File: config.mk
export PLATFORM = sky130hd
export DESIGN_NAME = pwm_capture_period_duty_meter_top
export DESIGN_NICKNAME = d
export VERILOG_FILES = /design/src/pcdm_pkg.sv /design/src/pcdm_div.sv /design/src/pwm_capture_period_duty_meter_top.sv
export SDC_FILE = /design/constraint.sdc
export NUM_CORES = 1
export LEC_CHECK = 0
export BUFFER_PORTS_ARGS = -buffer_cell sky130_fd_sc_hd__buf_2
export CAP_MARGIN = 10
export CORE_MARGIN = 4
export CORE_UTILIZATION = 45
export CTS_CLUSTER_DIAMETER = 200
export CTS_CLUSTER_SIZE = 16
export DETAILED_ROUTE_END_ITERATION = 6
export PLACE_DENSITY_LB_ADDON = 0.12
export SLEW_MARGIN = 20
export SYNTH_ARGS = -nofsm -noshare
export SYNTH_HDL_FRONTEND = slang
export SYNTH_SLANG_ARGS = --single-unit
File: constraint.sdc
create_clock -name clk -period 8.1 [get_ports clk]
set_clock_uncertainty 0.1 [all_clocks]
set_input_delay 0.405 -clock clk [delete_from_list [all_inputs] [get_ports clk]]
set_output_delay 0.405 -clock clk [all_outputs]
set_load 0.05 [all_outputs]
File: src/pcdm_pkg.sv
package pcdm_pkg;

	// Field widths of the capture timestamps and the results.
	localparam int unsigned TIME_W = 16;
	localparam int unsigned RATE_W = 28;
	localparam int unsigned DUTY_W = 7;

	// The shared divider takes a 28-bit dividend and a 16-bit divisor, one bit a step.
	localparam int unsigned DVD_W     = 28;
	localparam int unsigned DVS_W     = 16;
	localparam int unsigned DIV_STEPS = DVD_W;
	localparam int unsigned DIV_CNT_W = $clog2(DIV_STEPS);

	// Duty is saturated at this value, and the width is scaled by it.
	localparam int unsigned DUTY_MAX = 100;

	// Register indexes on the configuration port.
	localparam logic [1:0] REG_TICK_RATE_A = 2'd0;
	localparam logic [1:0] REG_WRAP_TOP_A  = 2'd1;
	localparam logic [1:0] REG_TICK_RATE_B = 2'd2;
	localparam logic [1:0] REG_WRAP_TOP_B  = 2'd3;

	// Input commands.
	localparam logic CMD_RISE_PAIR = 1'b0;
	localparam logic CMD_FALL_PAIR = 1'b1;

	typedef struct packed {
		logic              command;
		logic [1:0]        channel;
		logic [TIME_W-1:0] time_first;
		logic [TIME_W-1:0] time_second;
	} in_req_t;

	typedef struct packed {
		logic [1:0]        out_channel;
		logic [TIME_W-1:0] period_ticks;
		logic [RATE_W-1:0] frequency_hz;
		logic [TIME_W-1:0] pulse_width_ticks;
		logic [DUTY_W-1:0] duty_percent;
		logic              zero_period;
	} out_rsp_t;

	typedef enum logic [2:0] {
		ST_IDLE,
		ST_UPD,
		ST_FREQ,
		ST_DUTY,
		ST_DONE
	} state_t;

	// Handshake between the sequencer and the divider.
	typedef struct packed {
		logic             start;
		logic [DVD_W-1:0] dividend;
		logic [DVS_W-1:0] divisor;
	} div_cmd_t;

	typedef struct packed {
		logic             busy;
		logic             done;
		logic [DVD_W-1:0] quotient;
	} div_sts_t;

endpackage

File: src/pcdm_div.sv
module pcdm_div (
	input  logic                clk,
	input  logic                arst_n,
	input  pcdm_pkg::div_cmd_t  cmd,
	output pcdm_pkg::div_sts_t  sts
);

	logic [pcdm_pkg::DVD_W-1:0]     dvd_q;
	logic [pcdm_pkg::DVS_W-1:0]     dvs_q;
	logic [pcdm_pkg::DVS_W-1:0]     rem_q;
	logic [pcdm_pkg::DIV_CNT_W-1:0] cnt_q;
	logic                           busy_q;
	logic                           done_q;

	logic [pcdm_pkg::DVS_W:0]   rem_sh;
	logic                       qbit;
	logic [pcdm_pkg::DVS_W-1:0] rem_next;

	// One restoring step: shift in the next dividend bit and try the subtraction.
	always_comb begin
		rem_sh   = {rem_q, dvd_q[pcdm_pkg::DVD_W-1]};
		qbit     = (rem_sh >= {1'b0, dvs_q});
		rem_next = qbit ? pcdm_pkg::DVS_W'(rem_sh - {1'b0, dvs_q})
		                : pcdm_pkg::DVS_W'(rem_sh);
	end

	always_ff @(posedge clk or negedge arst_n) begin
		if (!arst_n) begin
			busy_q <= 1'b0;
			done_q <= 1'b0;
			cnt_q  <= '0;
		end else if (cmd.start) begin
			busy_q <= 1'b1;
			done_q <= 1'b0;
			cnt_q  <= '0;
		end else if (busy_q) begin
			cnt_q <= cnt_q + 1'b1;
			if (cnt_q == pcdm_pkg::DIV_CNT_W'(pcdm_pkg::DIV_STEPS - 1)) begin
				busy_q <= 1'b0;
				done_q <= 1'b1;
			end
		end else begin
			done_q <= 1'b0;
		end
	end

	always_ff @(posedge clk) begin
		if (cmd.start) begin
			dvd_q <= cmd.dividend;
			dvs_q <= cmd.divisor;
			rem_q <= '0;
		end else if (busy_q) begin
			dvd_q <= {dvd_q[pcdm_pkg::DVD_W-2:0], qbit};
			rem_q <= rem_next;
		end
	end

	assign sts.busy     = busy_q;
	assign sts.done     = done_q;
	assign sts.quotient = dvd_q;

endmodule

File: src/pwm_capture_period_duty_meter_top.sv
// Each accepted request for a built channel with a nonzero period passes through the update
// state, two 28-step divisions in one shared restoring divider and then the result state;
// a zero period or an unbuilt channel goes from the update state straight to the result state.
// One request at a time: in_stall is high until the result is taken.
// Reset (arst_n low, asynchronous): sequencer idle, registers at their defaults, all stored
// rise edges, periods and widths cleared to zero.
module pwm_capture_period_duty_meter_top #(
	parameter int CHANNELS = 4
) (
	input  logic                clk,
	input  logic                arst_n,

	input  logic                in_valid,
	output logic                in_stall,
	input  pcdm_pkg::in_req_t   in_req,

	output logic                out_valid,
	input  logic                out_stall,
	output pcdm_pkg::out_rsp_t  out_rsp,

	input  logic                psel,
	input  logic                penable,
	input  logic                pwrite,
	input  logic [3:0]          paddr,
	input  logic [31:0]         pwdata,
	output logic [31:0]         prdata,
	output logic                pready
);

	// Index width into the per-channel stores; at least one bit even for a single channel.
	localparam int IDX_W = (CHANNELS > 1) ? $clog2(CHANNELS) : 1;

	// ------------------------------------------------------------------
	// Configuration registers. Channels 0 and 1 use group A, channels 2 and 3 group B.
	// ------------------------------------------------------------------
	logic [pcdm_pkg::RATE_W-1:0] rate_a_q;
	logic [pcdm_pkg::TIME_W-1:0] top_a_q;
	logic [pcdm_pkg::RATE_W-1:0] rate_b_q;
	logic [pcdm_pkg::TIME_W-1:0] top_b_q;
	logic                        cfg_we;

	assign pready = 1'b1;
	assign cfg_we = psel && penable && pwrite && pready;

	always_ff @(posedge clk or negedge arst_n) begin
		if (!arst_n) begin
			rate_a_q <= pcdm_pkg::RATE_W'(1000000);
			top_a_q  <= pcdm_pkg::TIME_W'(65535);
			rate_b_q <= pcdm_pkg::RATE_W'(1000000);
			top_b_q  <= pcdm_pkg::TIME_W'(65535);
		end else if (cfg_we) begin
			case (paddr[3:2])
				pcdm_pkg::REG_TICK_RATE_A: rate_a_q <= pwdata[pcdm_pkg::RATE_W-1:0];
				pcdm_pkg::REG_WRAP_TOP_A:  top_a_q  <= pwdata[pcdm_pkg::TIME_W-1:0];
				pcdm_pkg::REG_TICK_RATE_B: rate_b_q <= pwdata[pcdm_pkg::RATE_W-1:0];
				pcdm_pkg::REG_WRAP_TOP_B:  top_b_q  <= pwdata[pcdm_pkg::TIME_W-1:0];
				default: ;
			endcase
		end
	end

	always_comb begin
		case (paddr[3:2])
			pcdm_pkg::REG_TICK_RATE_A: prdata = 32'(rate_a_q);
			pcdm_pkg::REG_WRAP_TOP_A:  prdata = 32'(top_a_q);
			pcdm_pkg::REG_TICK_RATE_B: prdata = 32'(rate_b_q);
			pcdm_pkg::REG_WRAP_TOP_B:  prdata = 32'(top_b_q);
			default:                   prdata = '0;
		endcase
	end

	// ------------------------------------------------------------------
	// Sequencer state and the captured request.
	// ------------------------------------------------------------------
	pcdm_pkg::state_t  state_q, state_d;
	pcdm_pkg::in_req_t req_q;

	// Per-channel stores, each entry read and written only at the current request's channel.
	logic [pcdm_pkg::TIME_W-1:0] rise_start_q   [CHANNELS];
	logic [pcdm_pkg::TIME_W-1:0] rise_end_q     [CHANNELS];
	logic [pcdm_pkg::TIME_W-1:0] period_store_q [CHANNELS];
	logic [pcdm_pkg::TIME_W-1:0] width_store_q  [CHANNELS];

	// Working values of the request in flight.
	logic [pcdm_pkg::TIME_W-1:0] per_q;
	logic [pcdm_pkg::TIME_W-1:0] wid_q;
	logic [pcdm_pkg::RATE_W-1:0] freq_q;
	logic [pcdm_pkg::DUTY_W-1:0] duty_q;
	logic                        zp_q;

	pcdm_pkg::div_cmd_t div_cmd;
	pcdm_pkg::div_sts_t div_sts;

	// Channel decode. A channel beyond the built ones leaves the stores alone.
	logic [IDX_W+1:0]            ch_ext;
	logic [IDX_W-1:0]            idx;
	logic                        ch_ok;
	logic                        grp_b;
	logic [pcdm_pkg::RATE_W-1:0] rate_sel;
	logic [pcdm_pkg::TIME_W-1:0] top_sel;

	assign ch_ext   = (IDX_W + 2)'(req_q.channel);
	assign idx      = ch_ext[IDX_W-1:0];
	assign ch_ok    = int'(req_q.channel) < CHANNELS;
	assign grp_b    = req_q.channel[1];
	assign rate_sel = grp_b ? rate_b_q : rate_a_q;
	assign top_sel  = grp_b ? top_b_q : top_a_q;

	// Period of a rise pair. When the first edge is later, the timer wrapped at its top;
	// a negative result (top set too small) clamps to zero. The sum never exceeds 16 bits.
	logic [pcdm_pkg::TIME_W+1:0] wrap_sum;
	logic [pcdm_pkg::TIME_W-1:0] rise_period;

	always_comb begin
		wrap_sum = (pcdm_pkg::TIME_W + 2)'(top_sel) + (pcdm_pkg::TIME_W + 2)'(req_q.time_second)
		         - (pcdm_pkg::TIME_W + 2)'(req_q.time_first);
		if (req_q.time_first > req_q.time_second) begin
			rise_period = wrap_sum[pcdm_pkg::TIME_W+1] ? '0 : wrap_sum[pcdm_pkg::TIME_W-1:0];
		end else begin
			rise_period = req_q.time_second - req_q.time_first;
		end
	end

	// Width of a fall pair: the first fall edge inside the stored rise interval wins,
	// measured from the rising edge. With neither inside, the stored width stays.
	logic [pcdm_pkg::TIME_W-1:0] s_rd, e_rd;
	logic                        first_in, second_in;
	logic [pcdm_pkg::TIME_W-1:0] new_period, new_width;

	always_comb begin
		s_rd      = rise_start_q[idx];
		e_rd      = rise_end_q[idx];
		first_in  = (req_q.time_first >= s_rd) && (req_q.time_first <= e_rd);
		second_in = (req_q.time_second >= s_rd) && (req_q.time_second <= e_rd);
		new_period = period_store_q[idx];
		new_width  = width_store_q[idx];
		if (req_q.command == pcdm_pkg::CMD_RISE_PAIR) begin
			new_period = rise_period;
		end else if (first_in) begin
			new_width = req_q.time_first - s_rd;
		end else if (second_in) begin
			new_width = req_q.time_second - s_rd;
		end
	end

	// width * 100 as shifts and adds: 64 + 32 + 4. At most 23 bits.
	logic [pcdm_pkg::DVD_W-1:0] wid_ext;
	logic [pcdm_pkg::DVD_W-1:0] wid_x100;

	assign wid_ext  = pcdm_pkg::DVD_W'(wid_q);
	assign wid_x100 = (wid_ext << 6) + (wid_ext << 5) + (wid_ext << 2);

	// Next state and divider commands. For a built channel with a nonzero period the divider is
	// loaded twice per request: first with tick rate over period, then with scaled width over period.
	always_comb begin
		state_d          = state_q;
		div_cmd.start    = 1'b0;
		div_cmd.dividend = pcdm_pkg::DVD_W'(rate_sel);
		div_cmd.divisor  = new_period;
		case (state_q)
			pcdm_pkg::ST_IDLE: begin
				if (in_valid) state_d = pcdm_pkg::ST_UPD;
			end
			pcdm_pkg::ST_UPD: begin
				if (!ch_ok || new_period == '0) begin
					state_d = pcdm_pkg::ST_DONE;
				end else begin
					div_cmd.start = 1'b1;
					state_d       = pcdm_pkg::ST_FREQ;
				end
			end
			pcdm_pkg::ST_FREQ: begin
				div_cmd.dividend = wid_x100;
				div_cmd.divisor  = per_q;
				if (div_sts.done) begin
					div_cmd.start = 1'b1;
					state_d       = pcdm_pkg::ST_DUTY;
				end
			end
			pcdm_pkg::ST_DUTY: begin
				if (div_sts.done) state_d = pcdm_pkg::ST_DONE;
			end
			pcdm_pkg::ST_DONE: begin
				if (!out_stall) state_d = pcdm_pkg::ST_IDLE;
			end
			default: state_d = pcdm_pkg::ST_IDLE;
		endcase
	end

	always_ff @(posedge clk or negedge arst_n) begin
		if (!arst_n) begin
			state_q <= pcdm_pkg::ST_IDLE;
		end else begin
			state_q <= state_d;
		end
	end

	// Store updates happen in the update state of a request for a built channel.
	always_ff @(posedge clk or negedge arst_n) begin
		if (!arst_n) begin
			for (int i = 0; i < CHANNELS; i++) begin
				rise_start_q[i]   <= '0;
				rise_end_q[i]     <= '0;
				period_store_q[i] <= '0;
				width_store_q[i]  <= '0;
			end
		end else if (state_q == pcdm_pkg::ST_UPD && ch_ok) begin
			if (req_q.command == pcdm_pkg::CMD_RISE_PAIR) begin
				rise_start_q[idx] <= req_q.time_first;
				rise_end_q[idx]   <= req_q.time_second;
			end
			period_store_q[idx] <= new_period;
			width_store_q[idx]  <= new_width;
		end
	end

	// Payload registers of the request in flight.
	always_ff @(posedge clk) begin
		case (state_q)
			pcdm_pkg::ST_IDLE: begin
				if (in_valid) req_q <= in_req;
			end
			pcdm_pkg::ST_UPD: begin
				// Zero frequency and duty are final for a zero period or unbuilt channel.
				per_q  <= ch_ok ? new_period : '0;
				wid_q  <= ch_ok ? new_width : '0;
				freq_q <= '0;
				duty_q <= '0;
				zp_q   <= !ch_ok || (new_period == '0);
			end
			pcdm_pkg::ST_FREQ: begin
				if (div_sts.done) freq_q <= div_sts.quotient;
			end
			pcdm_pkg::ST_DUTY: begin
				if (div_sts.done) begin
					duty_q <= (div_sts.quotient > pcdm_pkg::DVD_W'(pcdm_pkg::DUTY_MAX))
					          ? pcdm_pkg::DUTY_W'(pcdm_pkg::DUTY_MAX)
					          : div_sts.quotient[pcdm_pkg::DUTY_W-1:0];
				end
			end
			default: ;
		endcase
	end

	pcdm_div u_div (
		.clk    (clk),
		.arst_n (arst_n),
		.cmd    (div_cmd),
		.sts    (div_sts)
	);

	// Handshakes: a new request is taken only while idle; the result is held until taken.
	assign in_stall  = (state_q != pcdm_pkg::ST_IDLE);
	assign out_valid = (state_q == pcdm_pkg::ST_DONE);

	assign out_rsp.out_channel       = req_q.channel;
	assign out_rsp.period_ticks      = per_q;
	assign out_rsp.frequency_hz      = freq_q;
	assign out_rsp.pulse_width_ticks = wid_q;
	assign out_rsp.duty_percent      = duty_q;
	assign out_rsp.zero_period       = zp_q;

	// The divider must be quiet while the sequencer is idle or holding a result.
	a_div_idle: assert property (@(posedge clk) disable iff (!arst_n)
		(state_q == pcdm_pkg::ST_IDLE || state_q == pcdm_pkg::ST_DONE) |-> !div_sts.busy)
		else $error("divider busy outside a division phase");

	// A zero-period result reports no frequency and no duty.
	a_zero_period: assert property (@(posedge clk) disable iff (!arst_n)
		(out_valid && out_rsp.zero_period) |->
		(out_rsp.frequency_hz == '0 && out_rsp.duty_percent == '0))
		else $error("zero period with nonzero frequency or duty");

	// Duty never exceeds its saturation value.
	a_duty_sat: assert property (@(posedge clk) disable iff (!arst_n)
		out_valid |-> (out_rsp.duty_percent <= pcdm_pkg::DUTY_W'(pcdm_pkg::DUTY_MAX)))
		else $error("duty above saturation");

	// A division completes only in a phase that consumes its quotient.
	a_done_phase: assert property (@(posedge clk) disable iff (!arst_n)
		div_sts.done |-> (state_q == pcdm_pkg::ST_FREQ || state_q == pcdm_pkg::ST_DUTY))
		else $error("divider finished outside a division phase");

endmodule
; ---- Word level (Yosys, flattened, before mapping)
; Cells that the tools add are included.
[classes]
n_bitwise = 2
muxes = 53
eq_ne = 13
magnitude_cmp = 9
n_reduce_logical = 21
add_sub_neg = 9
[ops]
columns = operator, n
row1 = $mux 16, 17
row2 = $bwmux 64, 4
row3 = $bmux 16 s2, 4
row4 = $pmux 32 s4, 1
row5 = $mux 28, 4
row6 = $sub 16x16->16, 4
row7 = $pmux 28 s2, 1
row8 = $mux 44, 1
row9 = $demux 16 s2, 1
row10 = $ge 16x16->1, 2
row11 = $le 16x16->1, 2
row12 = $gt 28x7->1 const B, 1
row13 = $add 23x18->24, 1
row14 = $add 22x21->23, 1
row15 = $sub 17x16->18, 1
row16 = $add 16x16->17, 1
row17 = $ge 17x16->1, 1
row18 = $gt 16x16->1, 1
row19 = $logic_not 16->1, 1
row20 = $reduce_and 2->1, 8
row21 = $mux 3, 5
row22 = $pmux 3 s5, 1
row23 = $mux 7, 2
row24 = $pmux 7 s2, 1
row25 = 23 further kinds, 41
[word_totals]
reg_bits = 517
output_inout_bits = 105
elab_cells = 143
in_bits = 78

; ---- Depth between registers and ports, before layout
; Gate-level depths: netlist (run 1).
[logic_depth]
ltp_word = 10
depth_mapped = 23
depth_no_buf = 16

; ---- By module
; From an unflattened synthesis (run 1), not the netlist that was laid out.
[unflattened]
hier_cells = 2529
hier_area_um2 = 29374.4
[by_module_without_submodules]
columns = module, instances, area_per_inst_um2, cells_each, seq_area_each_um2
row1 = pwm_capture_period_duty_meter_top, 1, 25587.0, 2184, 11833.8
row2 = pcdm_div, 1, 3787.4, 345, 1816.7

; ---- Worst setup path after synthesis (run 1)
; Ideal clock, no wire load.
[synth_path]
kind = reg2reg
startpoint = register req_q (netlist bit idx[1])
endpoint = register u_div.dvs_q[0] (netlist name), enable pin
setup_slack_ns = 1.346
t_required_ns = 7.589
synth_period_minus_slack_ns = 6.754
n_path_buf = 6
arrival_time_ns = 6.243
setup_ns = 0.411
path_stages_with_launch = 22
cell_sequence = edfxtp_1 > buf_1 > buf_1 > clkbuf_1 > buf_1 > buf_1 > mux2i_1 > fa_1 > inv_1 > fa_1 > a211oi_1 > o211ai_1 > a221o_1 > nand3_1 > a21boi_0 > mux2i_1 > a211oi_1 > o21ai_2 > or2_2 > nor2_1 > buf_2 > o21ai_0
[synth_via]
elab_chain_len = 9
word_cells_on_any_way = 13
classes_between = add/sub (2) / mux (9) / bitwise (1) / reduce/logical (1)
[synth_lines]
columns = element, line
row1 = start: declaration, pwm_capture_period_duty_meter_top.sv:76  ; pcdm_pkg::in_req_t req_q;
row2 = start signal: assignment, pwm_capture_period_duty_meter_top.sv:221  ; if (in_valid) req_q <= in_req;
row3 = $mux 16, pwm_capture_period_duty_meter_top.sv:107  ; assign top_sel = grp_b ? top_b_q : top_a_q;
row4 = $add 16x16->17, pwm_capture_period_duty_meter_top.sv:115  ; wrap_sum = (pcdm_pkg::TIME_W + 2)'(top_sel) + (pcdm_pkg::TIME_W + 2)'(req_q.time_second)
row5 = $sub 17x16->18, pwm_capture_period_duty_meter_top.sv:116  ; - (pcdm_pkg::TIME_W + 2)'(req_q.time_first);
row6 = $mux 16, pwm_capture_period_duty_meter_top.sv:118  ; rise_period = wrap_sum[pcdm_pkg::TIME_W+1] ? '0 : wrap_sum[pcdm_pkg::TIME_W-1:0];
row7 = $mux 16, pwm_capture_period_duty_meter_top.sv:117  ; if (req_q.time_first > req_q.time_second) begin
row8 = $mux 16 (*), pwm_capture_period_duty_meter_top.sv:137  ; if (req_q.command == pcdm_pkg::CMD_RISE_PAIR) begin
row9 = via new_period (one bit), pwm_capture_period_duty_meter_top.sv:128  ; logic [pcdm_pkg::TIME_W-1:0] new_period, new_width;
row10 = $logic_not 16->1 (*), pwm_capture_period_duty_meter_top.sv:165  ; if (!ch_ok || new_period == '0) begin
row11 = $mux 1 (*), pwm_capture_period_duty_meter_top.sv:165
row12 = $pmux 1 s2 (*), pwm_capture_period_duty_meter_top.sv:160  ; case (state_q)
row13 = end signal: assignment, pcdm_div.sv:50  ; dvs_q <= cmd.divisor;
row14 = end: declaration, pcdm_div.sv:9  ; logic [pcdm_pkg::DVS_W-1:0] dvs_q;
; Mark *: on every way through the listed nets, which the timed path passes. The rest lies on a longest branch. The select of a mux whose other input is x is not followed.
; A chain may end at the register's enable or synchronous reset.

; ---- Worst setup path in the final report (run 1)
[layout_path]
startpoint = register req_q (netlist bit idx[1])
endpoint = register u_div.dvs_q[8] (netlist name), enable pin
; Same word-level chain as after synthesis.

==> results.json, run 1 <==
{
  "initial_core_util_pct": 45.3,
  "worstPathRequired_ns": 8.33,
  "grt_pass1_vias": 21000,
  "switchingPower_uw": 5990,
  "critical_path_class": "reg2reg",
  "synthXorXnorAreaFrac_pct": 2.16,
  "yosys.area_share.simple_pct": 10.1,
  "rows": 93,
  "synth-seq-area-share_pct": 46.8,
  "core_mm2": 0.0643,
  "crit_fanout": 16,
  "grt_pass1_wl_um": 126000,
  "end_kind": "flop",
  "synth-async-reset-ratio_pct": 68.5,
  "ant_nets": 0,
  "ys_ff_latch": 517,
  "grt_setup_unrepaired": "false",
  "io_buffers": 171,
  "seqPwrFrac_pct": 33.4,
  "p_total_uw": 13800,
  "hold_start": "pwdata[3]",
  "tightest_slew_ns": 1.06,
  "cts_hold_buf": 59,
  "viasPerCell": 5.75,
  "syn_to_final_growth_pct": 11.9,
  "clock-sinks": 517,
  "grt_usage_pct": 23.2,
  "p_clk_share_pct": 13.6,
  "fin_nets": 2921,
  "tritoncts": "yes",
  "regToRegStartpoint": "idx[1]$_DFFE_PP_",
  "min_path_type": "in2reg",
  "grt_remaining_overflow": 0,
  "ys_warn_count": 0,
  "combPwrFrac_pct": 52.9,
  "post_cts_resized": 0,
  "synth-edff-count": 147,
  "final_layout_size_suffix_gt1_share_pct": 26.0,
  "place_congestion": 0.944,
  "root_buffer": "clkbuf_16",
  "final_common_cell": "dfrtp_1",
  "slew-limit-headroom_pct": 29.5,
  "period_needed_ns": 6.46,
  "synthAdderAreaFrac_pct": 8.01,
  "dp_hpwl_um": 57700,
  "clk_pin_slew_worst_paths_ns": 0.08,
  "vias": 20500,
  "fmax_ghz": 0.155,
  "synth_compound_area_share_pct": 10.5,
  "die_area_mm2": 0.0690,
  "intPower_uw": 7850,
  "h-tree-depth": 2,
  "avgSynthCellArea_um2": 11.7,
  "final_hold_viol_count": 0,
  "synth.cell_area_mm2": 0.0292,
  "synth_area_leaders": "dfrtp_1 (26%), edfxtp_1 (15%), mux2_2 (10%)",
  "critPathLaunch": "idx[1]$_DFFE_PP_",
  "power_density_mw_per_mm2": 424,
  "power_switching_share_pct": 43.3,
  "die_h_um": 263,
  "synthFlopType": "dfrtp_1",
  "clk_path_buf_depth": 3,
  "finalSetupTns_ns": 0,
  "p_leak_uw": 0.0141,
  "drv_slew": 0,
  "route.detailed.drc": 0,
  "ir_worst_vdd_mv": 0.220,
  "cts_setup_buffers": 0,
  "worstPathArrival_ns": 6.70,
  "clk_latency_ns": 0.59,
  "antenna_found_initial": 1,
  "setup_viol": 0,
  "start_kind": "flop",
  "dr.pass1.iters": 6,
  "grt_max_degree": 167,
  "synth_cells": 2503,
  "wire_per_inst_um": 22.8,
  "dr.first_iter.drc_count": 1625,
  "status": "complete, no violations",
  "final_cell_mix": "dfrtp_1 (308), mux2_2 (268), nand2_1 (186), buf_2 (170), edfxtp_1 (147)",
  "synth_top_family_by_area": "multiplexers",
  "netlist.top_cell.by_area": "dfrtp_1",
  "finalCritPeriodShare_pct": 79.8,
  "ys_types": 93,
  "die-width_um": 263,
  "num_io_pins": 183,
  "yosys.area.top_type_share_pct": 26.4,
  "drv_cap": 0,
  "wl_um": 81300,
  "cts_buffers": 38,
  "synth.area.mux_share_pct": 18.4
}
-- cells by family (layout without fill, tap and decap cells) --
logic type,Yosys count,count (layout)
other cells,2,8
fa+ha+maj,167,167
xor+xnor,72,72
compound gates,449,449
mux,404,404
flops,517,517
simple gates,607,607
buf+inv,285,484
-- power groups by stage --
stage               registers [uW]  logic [uW]  clock network [uW]
CTS                           4620        7340                1940
global route                  4740        8040                2030
floorplan                     4690        5210                   0
global placement              4620        7150                   0
finish                        4630        7330                1880
detailed placement            4670        7280                   0
-- synthesized netlist by cell type, types with 5 or more instances --
cell and count:
dfrtp_1 308, mux2_2 268, nand2_1 186, edfxtp_1 147
inv_1 145, ha_1 134, nor2_1 129, o21ai_0 129
a21oi_1 84, clkbuf_1 84, mux4_2 80, mux2i_1 56
nor3_1 56, nand4_1 47, dfstp_2 46, xnor2_1 45
a21o_1 38, a211oi_1 34, and2_1 34, nand3_1 34
fa_1 33, a31oi_1 29, nor2b_1 27, xor2_1 27
buf_1 25, o211ai_1 23, and3_1 22, or3_1 20
o21a_1 17, buf_2 16, dfxtp_1 16, nand2b_1 14
a2111oi_2 12, nor4_1 11, buf_4 9, o21bai_1 7
o22ai_1 7, o31ai_1 6, or2_2 6, a22oi_1 5
-- per-stage QoR --
step / instances / utilization, % / hold slack, ns / area [um2] / worst slack, ns
2_1_floorplan: 2506 / - / 0.00941 / 29200 / 1.35
3_3_place_gp: 3431 / 48.0 / 0.357 / 30900 / 1.72
3_5_place_dp: 3432 / 48.0 / 0.369 / 30900 / 1.60
4_1_cts: 3560 / 50.7 / 0.000295 / 32600 / 1.62
5_1_grt: 3561 / 50.7 / 0.00439 / 32600 / 1.14
6_report: 3563 / 50.7 / 0.0292 / 32700 / 1.64
-- metal layers --
metal	vias to the layer above	track usage (%)	share of wire, %
met1	10300	30.9	43
met2	538	39.3	49
li1	9480	-	-
met5	-	0	0
met3	116	3.01	4.5
met4	0	7.82	3.7
-- path summary, 6_finish.rpt --
kind,slack [ns],to,cells past startpoint
hold / removal,0.03,rate_a_q[3]$_DFFE_PN0P_,2
setup / recovery,1.64,u_div.dvs_q[8]$_DFFE_PN_,16
min in group asynchronous,0.40,rate_b_q[24]$_DFFE_PN0P_,2
setup reg to reg,1.64,u_div.dvs_q[8]$_DFFE_PN_,16
max in group asynchronous,5.94,rise_start_q[60]$_DFFE_PN0P_,3
hold reg to reg,0.38,rise_end_q[12]$_DFFE_PN0P_,2
-- registers in the layout (all words and copies together), names as in the netlist --
name            flops
u_div.rem_q        16
u_div.done_q        1
freq_q             28
top_b_q            16
u_div.cnt_q         5
u_div.busy_q        1
zp_q                1
idx                 2
duty_q              7
per_q              16
rate_a_q           28
rate_b_q           28
u_div.dvs_q        16
top_a_q            16
period_store_q     64
rise_end_q         64
wid_q              16
rise_start_q       64
width_store_q      64
state_q             3
req_q              33
u_div.dvd_q        28
-- critical path: stages, from the launching register on --
cell and delay, ns:
edfxtp_1 0.92, mux2i_1 0.45, fa_1 0.47, inv_1 0.11, ha_1 0.26, a211oi_2 0.24, o211ai_1 0.16, a21oi_1 0.25
o21ai_1 0.17, a41o_1 0.42, nand4_1 0.17, o311ai_2 0.27, nor4_2 0.38, nand4_1 0.48, nor2_1 0.92, o21ai_1 0.16
buf_4 0.25
-- area by class of cell --
cell class	count	area (um2)
antenna	3	7.51
clock buffer	68	1130
clock inverter	1	16.3
fill	5682	31700
inverter	147	552
multi-input combinational	1704	14400
sequential	517	13700
tap	855	1070
timing repair buffer	268	1800
No activity file was read; power rests on OpenSTA's default activity.
==> run 2: changes to the inputs <==
- ABC_AREA: default -> 1
- clock period: 8.1 -> 6.7 ns (I/O delays scaled with it)
==> run 2 against run 1 <==
  * Fmax rose by 17%
  * Via count is 20% higher
  * Combinational power grew 9.1%
  * Power increased by 13%
  * First-iteration DRC count grew 36%
  * Area after synthesis down 0.58%
  * Core utilization rose by 0.36 points
  * Die area shrank 0.56%
  * Clock-buffer cell count shrank 6
  * Global-route usage up 2.4 points
  * Setup slack lost 0.45 ns
  * Critical path type unchanged
  * Critical endpoint is now wid_q[14]$_DFFE_PP_
==> results.json, run 2 <==
{
  "status": "complete, no violations",
  "ir_worst_vdd_mv": 0.269,
  "worstPathArrival_ns": 5.75,
  "place_congestion": 0.906,
  "synth-edff-count": 147,
  "end_kind": "flop",
  "wire_per_inst_um": 19.6,
  "clk_pin_slew_worst_paths_ns": 0.08,
  "num-fill-cells": 6060,
  "wl_um": 88300,
  "grt_pass1_vias": 24100,
  "antenna_found_initial": 1,
  "regToRegStartpoint": "idx[1]$_DFFE_PP_",
  "min_path_type": "in2async",
  "critPathMaxStageDelay_ns": 0.74,
  "grt_setup_unrepaired": "false",
  "ys_warn_count": 0,
  "ys_ff_latch": 517,
  "viasPerCell": 5.46,
  "finalCritPeriodShare_pct": 82.3,
  "root_buffer": "clkbuf_16",
  "slowest_stage": "edfxtp_1",
  "dpl_cell_area_mm2": 0.0306,
  "clk_path_buf_depth": 3,
  "setup_viol": 0,
  "worstPathRequired_ns": 6.94,
  "io_buffers": 171,
  "synth.cells.most_frequent": "nand2_1 (1084), o21ai_0 (379), inv_1 (338)",
  "antennaDiodeCount": 0,
  "period_needed_ns": 5.52,
  "drv_cap": 0,
  "synthFlopType": "dfrtp_1",
  "die_h_um": 262,
  "post_cts_resized": 0,
  "path_delay_family": "simple AND/OR/NAND/NOR gates",
  "start_kind": "flop",
  "route.detailed.drc": 0,
  "clk_latency_ns": 0.59,
  "core_mm2": 0.0634,
  "fin_nets": 3880,
  "synth-async-reset-ratio_pct": 68.5,
  "critical_path_class": "reg2reg",
  "yosys.area.top_type_share_pct": 26.6,
  "netlist.top_cell.by_area": "dfrtp_1",
  "die_area_mm2": 0.0686,
  "regArea_mm2": 0.0137,
  "rows": 92,
  "dp_hpwl_um": 62800,
  "ys_types": 57,
  "final_cell_mix": "nand2_1 (1079), o21ai_0 (379), inv_1 (335), dfrtp_1 (308), nand3_1 (177)",
  "num_io_pins": 183,
  "r2r_cells": 16,
  "dr.pass1.iters": 6,
  "syn_to_final_growth_pct": 11.8,
  "synthMostInstantiatedCell": "nand2_1",
  "clock-sinks": 517,
  "critPathBufInv": 5,
  "dr.first_iter.drc_count": 2213,
  "h-tree-depth": 2,
  "crit_fanout": 28,
  "fmax_ghz": 0.181,
  "synth.cell_area_mm2": 0.0290,
  "die-width_um": 262,
  "grt_usage_pct": 25.6,
  "cp_cell_sequence": "buf_4 -> buf_4 -> nor2_4 -> buf_4 -> a22o_1 -> a221oi_1 -> ha_1 -> inv_1 -> o21bai_1 -> a221oi_1 -> nand3_1 -> nand2_1 -> clkinv_1 -> nand3_1 -> nand3_1 -> a21boi_0",
  "final_layout_size_suffix_gt1_share_pct": 10.2,
  "avgSynthCellArea_um2": 8.36,
  "slew-limit-headroom_pct": 26.1,
  "grt_max_degree": 173,
  "synth_cells": 3470,
  "synth_area_leaders": "dfrtp_1 (27%), edfxtp_1 (15%), nand2_1 (14%)",
  "grt_pass1_wl_um": 137000,
  "power_density_mw_per_mm2": 483,
  "vias": 24600,
  "multi_input_area_mm2": 0.0134,
  "initial_core_util_pct": 45.7,
  "finalSetupTns_ns": 0,
  "r2r_setup_slack_ns": 1.18,
  "synth-seq-area-share_pct": 47.1,
  "whs_ns": 0.261,
  "final_common_cell": "nand2_1",
  "final_area_mm2": 0.0324,
  "timing.rr.end": "wid_q[14]$_DFFE_PP_",
  "drv_slew": 0,
  "p_leak_uw": 0.0156,
  "grt_remaining_overflow": 0,
  "cts_buffers": 38,
  "tightest_slew_ns": 1.11,
  "p_total_uw": 15700,
  "ant_nets": 0,
  "tritoncts": "yes",
  "final_hold_viol_count": 0
}
==> run 2: cell count changes in the layout (fill, tap and decap cells not counted), sizes merged, moves of 34 or more <==
| cell | before | now |
|---|---|---|
| a22o | 4 | 38 |
| a221oi | 2 | 46 |
| o21ai | 133 | 380 |
| mux2 | 268 | 0 |
| nand2 | 186 | 1104 |
| nand3 | 34 | 179 |
| mux4 | 80 | 0 |
| mux2i | 56 | 16 |
| a21oi | 88 | 122 |
| a22oi | 5 | 56 |
| inv | 146 | 345 |
| nor3 | 57 | 14 |
==> run 2: how the worst max path moves through the flow <==
| stage | start | to | cells after the start |
|---|---|---|---|
| finish | idx[1]$_DFFE_PP_ | wid_q[14]$_DFFE_PP_ | 16 |
| detailed placement | idx[1]$_DFFE_PP_ | u_div.dvd_q[1]$_DFFE_PP_ | 21 |
| CTS | idx[1]$_DFFE_PP_ | wid_q[14]$_DFFE_PP_ | 16 |
| global placement | idx[1]$_DFFE_PP_ | wid_q[14]$_DFFE_PP_ | 16 |
| global route | idx[1]$_DFFE_PP_ | wid_q[14]$_DFFE_PP_ | 18 |
| floorplan | idx[1]$_DFFE_PP_ | u_div.dvd_q[0]$_DFFE_PP_ | 26 |
==> run 2: timing repair <==
item                                   in CTS  in global routing
endpoints found under the hold margin     204                  0
setup buffers                               0                  0
hold buffers                               66                  0
==> run 2: layout make-up <==
| cell class | count | area share (%) |
|---|---|---|
| sequential | 517 | 42.1 |
| multi-input combinational | 2449 | 41.4 |
| timing repair buffer | 279 | 5.73 |
| inverter | 350 | 4.05 |
| clock buffer | 62 | 3.28 |
| tap | 846 | 3.27 |
| clock inverter | 3 | 0.151 |
==> run 2: stage by stage <==
step           utilization, %  std cells  setup WS (ns)
2_1_floorplan               -       3473           1.61
3_3_place_gp             48.3       4375           1.22
3_5_place_dp             48.3       4375           1.26
4_1_cts                  51.1       4506           1.23
5_1_grt                  51.1       4506          0.798
6_report                 51.1       4506           1.18
==> run 2: worst reg2reg max path: stages (launching register included) <==
cell      delay, ns
edfxtp_1       0.74
buf_4          0.35
buf_4          0.20
nor2_4         0.72
buf_4          0.44
a22o_1         0.21
a221oi_1       0.08
ha_1           0.38
inv_1          0.11
o21bai_1       0.09
a221oi_1       0.36
nand3_1        0.15
nand2_1        0.32
clkinv_1       0.37
nand3_1        0.21
nand3_1        0.10
a21boi_0       0.37
==> run 2: metal layers <==
metal / global-route usage, % / vias up / share of wire, %
met5: 0 / - / 0
met4: 7.22 / 0 / 2.7
met3: 2.81 / 129 / 5.1
met2: 43.6 / 767 / 48
met1: 34.8 / 11900 / 44
li1: - / 11800 / -
==> run 2: report_power, final <==
group	switching [uW]	internal (uW)	total, uW
clock network	1150	1100	2250
logic	5300	2700	8000
registers	802	4610	5410
total	7250	8410	15700
==> run 2: cells by family (layout without fill, tap and decap cells) <==
kind of cell / after synthesis / after routing / share of synthesized area (%)
flops: 517 / 517 / 47.1
mux: 16 / 16 / 0.552
buf+inv: 507 / 694 / 6.89
fa+ha+maj: 167 / 167 / 8.06
compound gates: 697 / 697 / 14.3
other cells: 2 / 5 / 0.0259
xor+xnor: 59 / 59 / 1.78
simple gates: 1505 / 1505 / 21.3
